==> config.mk <==
export PLATFORM = sky130hd
export DESIGN_NAME = pqr_csr
export DESIGN_NICKNAME = d
export VERILOG_FILES = /design/src/rtl/pqr_pkg.sv /design/src/rtl/pqr_csr.sv
export SDC_FILE = /design/constraint.sdc
export NUM_CORES = 1
export LEC_CHECK = 0
export BUFFER_PORTS_ARGS = -buffer_cell sky130_fd_sc_hd__buf_2
export CORE_UTILIZATION = 35
export DETAILED_ROUTE_END_ITERATION = 7
export HOLD_SLACK_MARGIN = 0.08
export MAX_ROUTING_LAYER = met4
export PLACE_DENSITY = 0.66
export SYNTH_ARGS = -nofsm -noshare
export SYNTH_HDL_FRONTEND = slang
export SYNTH_SLANG_ARGS = --single-unit
==> constraint.sdc <==
create_clock -name clock -period 2.49 [get_ports clock]
set_clock_uncertainty 0.05 [all_clocks]
set_input_delay 0.3735 -clock clock [delete_from_list [all_inputs] [get_ports clock]]
set_output_delay 0.3735 -clock clock [all_outputs]
set_load 0.01 [all_outputs]
==> src/rtl/pqr_pkg.sv <==
// Package: types, register codes and fixed-point helpers for the plane quaternion rotate unit.
package pqr_pkg;

   localparam int unsigned DataWidth  = 32;
   localparam int unsigned CsrIdWidth = 3;

   typedef enum logic [CsrIdWidth-1:0] {
      CSR_QUAT_X = 3'd0,
      CSR_QUAT_Y = 3'd1,
      CSR_QUAT_Z = 3'd2,
      CSR_QUAT_W = 3'd3
   } csr_index_type;

   localparam logic signed [DataWidth-1:0] QuatXReset = 32'sd0;
   localparam logic signed [DataWidth-1:0] QuatYReset = 32'sd0;
   localparam logic signed [DataWidth-1:0] QuatZReset = 32'sd0;
   localparam logic signed [DataWidth-1:0] QuatWReset = 32'sd1073741824;

   localparam logic signed [35:0] QOne   = 36'sd1073741824;
   localparam logic signed [35:0] SatMax = 36'sh07FFFFFFF;
   localparam logic signed [35:0] SatMin = 36'shF80000000;

   typedef struct packed {
      logic signed [DataWidth-1:0] normal_x;
      logic signed [DataWidth-1:0] normal_y;
      logic signed [DataWidth-1:0] normal_z;
      logic signed [DataWidth-1:0] offset_d;
   } req_type;

   typedef struct packed {
      logic signed [DataWidth-1:0] rotated_x;
      logic signed [DataWidth-1:0] rotated_y;
      logic signed [DataWidth-1:0] rotated_z;
      logic signed [DataWidth-1:0] offset_out;
   } rsp_type;

   typedef struct packed {
      logic signed [DataWidth-1:0] x;
      logic signed [DataWidth-1:0] y;
      logic signed [DataWidth-1:0] z;
      logic signed [DataWidth-1:0] w;
   } quat_type;

   // row-major rotation matrix, entry r*3+c
   typedef logic [8:0][DataWidth-1:0] mat_type;

   // doubled product: (p + 2^28) >>> 29
   function automatic logic signed [34:0] rnd_dbl(input logic signed [63:0] p);
      logic signed [63:0] t;
      t = p + 64'sd268435456;
      return t[63:29];
   endfunction

   // row term: (p + 2^29) >>> 30
   function automatic logic signed [33:0] rnd_row(input logic signed [63:0] p);
      logic signed [63:0] t;
      t = p + 64'sd536870912;
      return t[63:30];
   endfunction

   function automatic logic signed [DataWidth-1:0] sat32(input logic signed [35:0] v);
      logic signed [DataWidth-1:0] r;
      if (v > SatMax) begin
         r = SatMax[DataWidth-1:0];
      end else if (v < SatMin) begin
         r = SatMin[DataWidth-1:0];
      end else begin
         r = v[DataWidth-1:0];
      end
      return r;
   endfunction

endpackage

==> src/rtl/pqr_csr.sv <==
// Quaternion configuration registers with plain write port.
module pqr_csr import pqr_pkg::*; (
   input  logic                  clock,
   input  logic                  reset,
   input  logic                  csr_wr_en,
   input  logic [CsrIdWidth-1:0] csr_index,
   input  logic [DataWidth-1:0]  csr_wdata,
   output quat_type              quat
);

   quat_type quat_ff;
   quat_type quat_in;

   always_comb begin
      quat_in = quat_ff;
      if (csr_wr_en) begin
         unique case (csr_index_type'(csr_index))
            CSR_QUAT_X: quat_in.x = csr_wdata;
            CSR_QUAT_Y: quat_in.y = csr_wdata;
            CSR_QUAT_Z: quat_in.z = csr_wdata;
            CSR_QUAT_W: quat_in.w = csr_wdata;
            default:    quat_in = quat_ff;
         endcase
      end
   end

   always_ff @(posedge clock) begin
      if (reset) begin
         quat_ff.x <= QuatXReset;
         quat_ff.y <= QuatYReset;
         quat_ff.z <= QuatZReset;
         quat_ff.w <= QuatWReset;
      end else begin
         quat_ff <= quat_in;
      end
   end

   assign quat = quat_ff;

endmodule

Word-level counts from Yosys, hierarchy flattened
Cells that the tools add are included.
{"block": "op_classes", "eq_ne": 3, "n_reduce_logical": 5}
{"op": "AND reduction 2 bit", "count": 4}
{"op": "equality test 3 x 2 -> 1 bit (second input constant)", "count": 2}
{"op": "equality test 3 x 1 -> 1 bit (second input constant)", "count": 1}
{"op": "logical NOT 3 bit", "count": 1}
{"block": "word_totals", "wordCells": 12, "regBits": 128}

Logic depth before layout (Yosys ltp)
Gate-level depths: netlist (run 1).
{"block": "logic_depth", "word_depth": 2, "mapped_depth": 5}

Least setup slack after synthesis (run 1)
No wires, ideal clock.
{"block": "synth_timing", "kind": "in2reg", "start": "input port csr_index[0]", "end": "register quat_ff (netlist bit quat[119])", "cell_stages": 3, "setup_slack_ns": 1.156, "setup_ns": 0.121, "arrival_time_ns": 1.163, "n_path_buf": 1, "cell_sequence": "or4b_1 buf_6 mux2i_1"}
{"block": "synth_via", "elab_chain_cells": 2}
{"element": "from (decl)", "line_no": "pqr_csr.sv:6", "text": "input logic [CsrIdWidth-1:0] csr_index,"}
{"element": "logical NOT 3 bit", "line_no": "pqr_csr.sv:17", "text": "unique case (csr_index_type'(csr_index))"}
{"element": "AND reduction 2 bit (no source line)"}
{"element": "to (signal assigned)", "line_no": "pqr_csr.sv:34", "text": "quat_ff <= quat_in;"}
{"element": "to (decl)", "line_no": "pqr_csr.sv:11", "text": "quat_type quat_ff;"}
Every way passes these cells.
A chain may end at the register's enable or synchronous reset.

Worst setup path in the final report (run 1)
{"block": "layout_timing", "start": "input port csr_index[2]", "end": "register quat_ff (netlist bit quat[48])"}
{"block": "layout_via", "elab_chain_cells": 2}
{"element": "equality test 3 x 2 -> 1 bit", "line_no": "pqr_csr.sv:17"}
{"element": "AND reduction 2 bit (no source line)"}
Every way passes these cells.

==> qor.yml, run 1 <==
powerDensity_nw_per_um2: 715
yosys_register_bits: 128
clk-insertion-delay-late_ns: 0.41
hold_start: "csr_wdata[30]"
critical_path_class: "in -> reg"
fin_cells: 804
path_cells: "buf_2 > nand4bb_4 > mux2i_1"
post-dp-hpwl_um: 7870
crit_path_top_delay_cell: "nand4bb_4"
slowest_delay_ns: 0.84
synth.distinct_cells: 13
cts_setup_buffers: 0
clk_pin_slew_ns: 0.05
grt_use_total_pct: 16.6
hp-class: "in -> reg"
viasPerCell: 4.58
io_buffer_count: 165
rsz0062_at_grt: "false"
numCtsBuffers: 17
antenna_left: 0
use_met3_pct: 5.11
grt.busiest_layer: "met2"
grt_max_degree: 162
synth_nets: 494
yosysTopAreaCell: "dfxtp_1"
die-area_um2: 15000
final-setup-viol-count: 0
synth_cells: 456
ys_top_cells_by_area: "dfxtp_1, mux2i_1, nand2b_1"
final_common_cell: "buf_2"
grtUsageMet2_pct: 25.1
fin_setup_tns_ns: 0
r2r-start: "quat[48]$_SDFFE_PP0P_"
grt_pass1_vias: 3703
hold_buffers: 0
worst_ep_arrival_time_ns: 1.77
antenna_cells: 0
endpoint_kind: "flop"
vias: 3684
ir_drop_mv: 0.444
synth_seq_area_share_pct: 50.6
drc: 0
post_cts_resized: 0
drive_gt1_share_pct: 32.5
syn_area_per_cell_um2: 11.1
chipWidth_um: 122
ys_warn_count: 0
outcome: "completed"
first_iter_violations: 161
root_buffer: "clkbuf_16"
grt-ovfl-total: 0
ioPinCount: 166
dp_cells: 774
num_rows: 43
cts_buffer_depth: 2
use_met1_pct: 20.2
syn2layout_area_growth_pct: 30.3
p_leak_nw: 3.44
cap_violations: 0
drv_slew: 0
cts_sinks: 128
worst_pin_slew_ns: 0.917
largest_reg_flops: 128
slew_headroom_pct: 38.7
wl_um: 11700
fmax_mhz: 663
antenna_found_initial: 0
layout.nets: 651
place.gp.congestion: 0.741
required_ns: 2.75
yosys.area.top_type_share_pct: 50.6
grt_pass1_wl_um: 18500
fin_crit_ns: 1.51
core_region_area_um2: 14000
netlist_area_um2: 5070
final_hold_viol_count: 0
cp-startpoint: "csr_index[2]"
startpoint_type: "input port"
min_period_over_period_pct: 60.6
final_cell_mix: "buf_2, nand2b_1, mux2i_1, dfxtp_1, clkbuf_16"
cts_tree: "yes"
cts_max_level: 4
start_util_pct: 36.2
die_h_um: 122
crit_fanout: 32
wire_per_inst_um: 14.5
dr.pass1.iters: 4
-- cell usage after synthesis (all sizes together) --
cell type,number
nand2b,159
dfxtp,128
mux2i,128
clkbuf,18
buf,15
nand4bb,2
nor2,2
nand4b,1
nor4b,1
nor4bb,1
or4b,1
-- path summary, 6_finish.rpt --
check                          endpoint  slack [ns]  cells after the start
setup / recovery  quat[48]$_SDFFE_PP0P_        0.98                      3
hold / removal    quat[30]$_SDFFE_PP1P_        0.20                      3
setup reg to reg  quat[48]$_SDFFE_PP0P_        1.81                      2
hold reg to reg   quat[88]$_SDFFE_PP0P_        0.42                      2
-- where the power goes --
part           internal [mW]  leakage, nW  switching (mW)
Combinational          0.147         2.13           0.160
Sequential              2.10         1.04          0.0231
Clock                   1.44        0.270           0.849
Total                   3.69         3.44            1.03
-- per-stage QoR --
stage / setup slack, ns / hold WS [ns] / instance area [um2] / total power [mW] / utilization, %
6_report: 0.981 / 0.200 / 6600 / 4.72 / 47.2
5_1_grt: 0.895 / 0.214 / 6600 / 4.91 / 47.2
4_1_cts: 0.994 / 0.175 / 6600 / 4.78 / 47.2
3_5_place_dp: 0.539 / 0.407 / 6050 / 2.47 / 43.2
3_3_place_gp: 0.654 / 0.406 / 6050 / 2.46 / 43.2
2_1_floorplan: 1.16 / 0.443 / 5070 / 2.35 / -
-- layer usage --
layer,part of all wire [%],vias to the layer above
li1,-,1814
met1,46,1735
met2,45,122
met3,7.0,13
met4,1.7,0
met5,0,-
-- worst max-delay path: cells and delay by family --
kind	cells	cell delay, ns
multiplexers	1	0.40
buffers and inverters	1	0.14
AND/OR/NAND/NOR	1	0.84
-- logic make-up after synthesis --
group         share of synthesized area (%)
buf+inv                                3.21
flops                                  50.6
mux                                    25.3
simple gates                           21.0
-- layout make-up --
class	instances	area (um2)
Clock buffer	26	529
Clock inverter	4	25.0
Fill cell	1363	7390
Multi-Input combinational cell	295	2380
Sequential cell	128	2560
Tap cell	180	225
Timing Repair Buffer	171	883
(Power assumes the default switching activity.)
==> run 2, diff against run 1 <==
PLACE_DENSITY = 0.68   (was 0.66)
clock period = 1.3 ns   (was 2.49 ns; I/O delays follow)
==> qor.yml, run 2 (same netlist as run 1, synthesis figures left out) <==
outcome: "completed"  # unchanged
first_iter_violations: 161  # unchanged
drv_slew: 0  # unchanged
wire_per_inst_um: 14.7  # was 14.5 um
fmax_mhz: 860
clk-insertion-delay-late_ns: 0.40  # was 0.41 ns
grt-ovfl-total: 0  # unchanged
io_buffer_count: 165  # unchanged
ir_drop_mv: 0.699  # was 0.444 mV
antenna_left: 0  # unchanged
die-area_um2: 15000  # unchanged
powerDensity_nw_per_um2: 1370  # was 715 nW/um2
startpoint_type: "flop"  # was input port
grt_use_total_pct: 17.0  # was 16.6%
numCtsBuffers: 17  # unchanged
path_cells: "buf_2"  # was buf_2 > nand4bb_4 > mux2i_1
viasPerCell: 4.54  # was 4.58
rsz0062_at_grt: "false"  # unchanged
multi_input_area_um2: 2380  # unchanged
start_util_pct: 36.2  # unchanged
swShare_pct: 20.6  # was 21.9%
largest_reg_flops: 128  # unchanged
crit_family: "flip-flops"  # was simple AND/OR/NAND/NOR gates
worst_ep_arrival_time_ns: 0.92  # was 1.77 ns
drc: 0  # unchanged
crit_fanout: 2  # was 32
pwr-share-comb_pct: 6.9  # was 6.5%
cts_tree: "yes"  # unchanged
power_mw: 9.50  # was 4.72 mW
cts_buffer_depth: 2  # unchanged
grt_pass1_vias: 3737  # was 3703
slew_headroom_pct: 74.9  # was 38.7%
pwr-share-seq_pct: 42.7  # was 44.9%
layout.nets: 675  # was 651
path_buf_inv: 1  # unchanged
num_rows: 43  # unchanged
intPower_mw: 7.54  # was 3.69 mW
cts_sinks: 128  # unchanged
post-dp-hpwl_um: 8290  # was 7870 um
final_common_cell: "buf_2"  # unchanged
p_leak_nw: 3.60  # was 3.44 nW
ioPinCount: 166  # unchanged
vias: 3762  # was 3684
final-setup-viol-count: 0  # unchanged
syn2layout_area_growth_pct: 37.3  # was 30.3%
finalInstanceArea_um2: 6960  # was 6600 um2
clk_pin_slew_ns: 0.05  # about the same
slowest_delay_ns: 0.36  # was 0.84 ns
hp-class: "in -> reg"  # unchanged
min_period_over_period_pct: 89.4
final_util_pct: 49.7  # was 47.2%
worst_pin_slew_ns: 0.376  # was 0.917 ns
final_cell_mix: "buf_2, nand2b_1, mux2i_1, dfxtp_1, clkbuf_16"  # unchanged
critical_path_class: "reg -> out"  # was in -> reg
cts_setup_buffers: 0  # unchanged
dr.pass1.iters: 4  # unchanged
wl_um: 12200  # was 11700 um
required_ns: 1.05  # was 2.75 ns
place_area_um2: 6200  # was 6050 um2
fin_crit_ns: 1.16
place.gp.congestion: 0.773  # was 0.741
p_sw_mw: 1.96  # was 1.03 mW
die_h_um: 122  # unchanged
grt_pass1_wl_um: 18900  # was 18500 um
drive_gt1_share_pct: 32.4  # was 32.5%
endpoint_kind: "output port"  # was flop
chipWidth_um: 122  # unchanged
grt_max_degree: 67  # was 162
core_region_area_um2: 14000  # unchanged
power_frac_clock_pct: 50.3  # was 48.6%
cts_max_level: 4  # unchanged
fin_setup_tns_ns: 0  # unchanged
antenna_found_initial: 1  # was 0
fill_cells: 1298  # was 1363
crit_path_top_delay_cell: "dfxtp_1"  # was nand4bb_4
regArea_um2: 2560  # unchanged
root_buffer: "clkbuf_16"  # unchanged
final_hold_viol_count: 0  # unchanged
cap_violations: 0  # unchanged
==> run 2: changes by cell type in the layout (fill, tap and decap cells not counted), sizes merged <==
cell	before	now
dlygate4sd3	0	16
buf	171	179
bufinv	0	3
clkbuf	26	24
clkinvlp	2	0
clkinv	2	3
diode	0	1
==> run 2: final timing paths <==
check	startpoint	to	slack (ns)	cells past startpoint
max	quat[86]$_SDFFE_PP0P_	quat[86]	0.14	1
min	csr_wdata[15]	quat[79]$_SDFFE_PP0P_	0.1	3
max reg2reg	quat[86]$_SDFFE_PP0P_	quat[86]$_SDFFE_PP0P_	0.62	2
min reg2reg	quat[90]$_SDFFE_PP0P_	quat[90]$_SDFFE_PP0P_	0.42	2
==> run 2: final cells by class <==
cell class	count	share of cell area, %
antenna	1	0.0360
clock buffer	24	7.07
timing repair buffer	195	17.2
tap	180	3.24
clock inverter	6	1.51
sequential	128	36.8
multi-input combinational	295	34.2
==> run 2: metrics by stage <==
step | std cells | worst slack (ns) | hold slack, ns
finish | 829 | 0.137 | 0.0986
global route | 829 | 0.101 | 0.0903
floorplan | 456 | 0.145 | 0.306
detailed placement | 782 | -0.0874 | 0.414
CTS | 828 | 0.115 | 0.0811
global placement | 782 | -0.0359 | 0.405
==> run 2: routing by layer <==
metal | up-vias | share of wire (%) | global-route usage, %
met5 | - | 0 | -
met3 | 13 | 6.0 | 5.58
met2 | 107 | 46 | 25.8
li1 | 1869 | - | -
met4 | 0 | 1.3 | 6.33
met1 | 1773 | 47 | 20.8
==> run 2: power groups by stage <==
stage               sequential [mW]  clock (mW)  combinational (mW)
floorplan                      4.18           0               0.322
global placement               4.14           0               0.616
detailed placement             4.14           0               0.627
CTS                            4.06        4.90               0.667
global route                   4.07        5.08               0.712
finish                         4.06        4.78               0.659
==> run 2: timing repair <==
action                    4_1_cts  5_1_grt
resized for setup               0        0
hold buffers                   16        0
hold endpoints to repair       37        0
==> run 3, diff against run 2 <==
CTS_BUF_LIST = sky130_fd_sc_hd__clkbuf_8   (was not set)
PLACE_DENSITY = 0.66   (was 0.68)
clock period = 1.2 ns   (was 1.3 ns; I/O delays follow)
==> qor.yml, run 3 (same netlist as run 1, synthesis figures left out) <==
wl_um: 12400  # was 12200 um
grt-ovfl-total: 0  # unchanged
cts_setup_buffers: 0  # unchanged
worst_slack_ns: 0.0512  # was 0.137 ns
slew_headroom_pct: 82.5  # was 74.9%
final_cell_mix: "buf_2, nand2b_1, mux2i_1"  # was buf_2, nand2b_1, mux2i_1, dfxtp_1, clkbuf_16
cts_buffer_depth: 2  # unchanged
grt_use_total_pct: 17.2  # was 17.0%
numCtsBuffers: 17  # unchanged
final-setup-viol-count: 0  # unchanged
powerDensity_nw_per_um2: 1260  # was 1370 nW/um2
fin_setup_tns_ns: 0  # unchanged
ir_drop_mv: 0.620  # was 0.699 mV
largest_reg_flops: 128  # unchanged
final_hold_viol_count: 0  # unchanged
place.gp.congestion: 0.802  # was 0.773
grt_pass1_vias: 3860  # was 3737
num_rows: 43  # unchanged
critical_path_class: "reg -> out"  # unchanged
fin_crit_ns: 1.15
cap_violations: 0  # unchanged
outcome: "completed"  # unchanged
drive_gt1_share_pct: 34.6  # was 32.4%
clk_pin_slew_ns: 0.07  # was 0.05 ns
chipWidth_um: 122  # unchanged
fmax_mhz: 870
startpoint_type: "flop"  # unchanged
drv_slew: 0  # unchanged
dr.pass1.iters: 4  # unchanged
crit_fanout: 2  # unchanged
path_cells: "buf_2"  # unchanged
min_period_over_period_pct: 95.7
cts_max_level: 4  # unchanged
start_util_pct: 36.2  # unchanged
crit_path_top_delay_cell: "dfxtp_1"  # unchanged
layout.nets: 692  # was 675
post-dp-hpwl_um: 8400  # was 8290 um
path_buf_inv: 1  # unchanged
antenna_left: 0  # unchanged
first_iter_violations: 139  # was 161
io_buffer_count: 165  # unchanged
hp-class: "in -> reg"  # unchanged
root_buffer: "clkbuf_8"  # was clkbuf_16
cts_sinks: 128  # unchanged
viasPerCell: 4.51  # was 4.54
clk-insertion-delay-late_ns: 0.42  # was 0.40 ns
core_region_area_um2: 14000  # unchanged
ioPinCount: 166  # unchanged
cts_tree: "yes"  # unchanged
syn2layout_area_growth_pct: 37.9  # was 37.3%
antenna_found_initial: 0  # was 1
drc: 0  # unchanged
p_leak_nw: 3.63  # was 3.60 nW
vias: 3824  # was 3762
endpoint_kind: "output port"  # unchanged
final_common_cell: "buf_2"  # unchanged
die_h_um: 122  # unchanged
hold_slack_ns: 0.266  # was 0.0986 ns
grt_pass1_wl_um: 19300  # was 18900 um
die-area_um2: 15000  # unchanged
worst_pin_slew_ns: 0.263  # was 0.376 ns
wire_per_inst_um: 14.6  # was 14.7 um
crit_family: "flip-flops"  # unchanged
slowest_delay_ns: 0.35  # was 0.36 ns
grt_max_degree: 84  # was 67
antenna_cells: 0  # was 1
fill_cells: 1309  # was 1298
worst_ep_arrival_time_ns: 0.92  # about the same
pre_cts_ws_ns: -0.140  # was -0.0874 ns
required_ns: 0.97  # was 1.05 ns
## run 3: changes by cell type in the layout (fill, tap and decap cells not counted), sizes merged
| cell | change |
|---|---|
| inv | +3 |
| diode | -1 |
| dlygate4sd3 | +16 |
| bufinv | -2 |
| buf | +1 |
| clkbuf | +1 |
## run 3: area by class of cell
class / count / area, um2 / share of cell area (%)
Sequential cell: 128 / 2580 / 37.0
Timing Repair Buffer: 212 / 1400 / 20.1
Multi-Input combinational cell: 295 / 2380 / 34.0
Tap cell: 180 / 225 / 3.22
Clock inverter: 7 / 56.3 / 0.806
Clock buffer: 25 / 344 / 4.92
## run 3: repair_timing
action | CTS | global route
setup endpoints to repair | 0 | 22
resized for setup | 0 | 22
hold endpoints to repair | 123 | 0
hold buffers | 32 | 0
## run 3: tightest hold or removal path, delay by kind of cell
family | cells | cell delay, ns
AND/OR/NAND/NOR | 1 | 0.07
buffers and inverters | 2 | 0.33
multiplexers | 1 | 0.12
## run 3: power breakdown
group | switching (mW) | internal, mW | total (mW)
clock | 1.57 | 2.05 | 3.62
sequential | 0.0488 | 4.34 | 4.39
combinational | 0.359 | 0.406 | 0.765
total | 1.98 | 6.80 | 8.78
## run 3: stage by stage
stage / total power, mW / std cells / util (%) / cell area (um2)
2_1_floorplan: 4.88 / 456 / - / 5070
5_1_grt: 9.17 / 847 / 50.0 / 6990
6_report: 8.78 / 847 / 50.0 / 6990
4_1_cts: 8.91 / 847 / 49.7 / 6950
3_3_place_gp: 5.15 / 783 / 44.5 / 6230
3_5_place_dp: 5.17 / 783 / 44.5 / 6230
## run 3: routing by layer
layer,wire length (um),vias up,global-route usage [%]
met2,5620,128,26.8
met1,5730,1776,21.3
met3,805,18,4.65
met4,199,0,6.63
li1,-,1902,-
met5,0,-,-
## run 3: final timing paths
path	start	cells after the start	endpoint	slack, ns
max	quat[106]$_SDFFE_PP0P_	1	quat[106]	0.05
min	csr_index[2]	4	quat[89]$_SDFFE_PP0P_	0.27
max reg2reg	quat[106]$_SDFFE_PP0P_	2	quat[106]$_SDFFE_PP0P_	0.53
min reg2reg	quat[21]$_SDFFE_PP0P_	2	quat[21]$_SDFFE_PP0P_	0.42
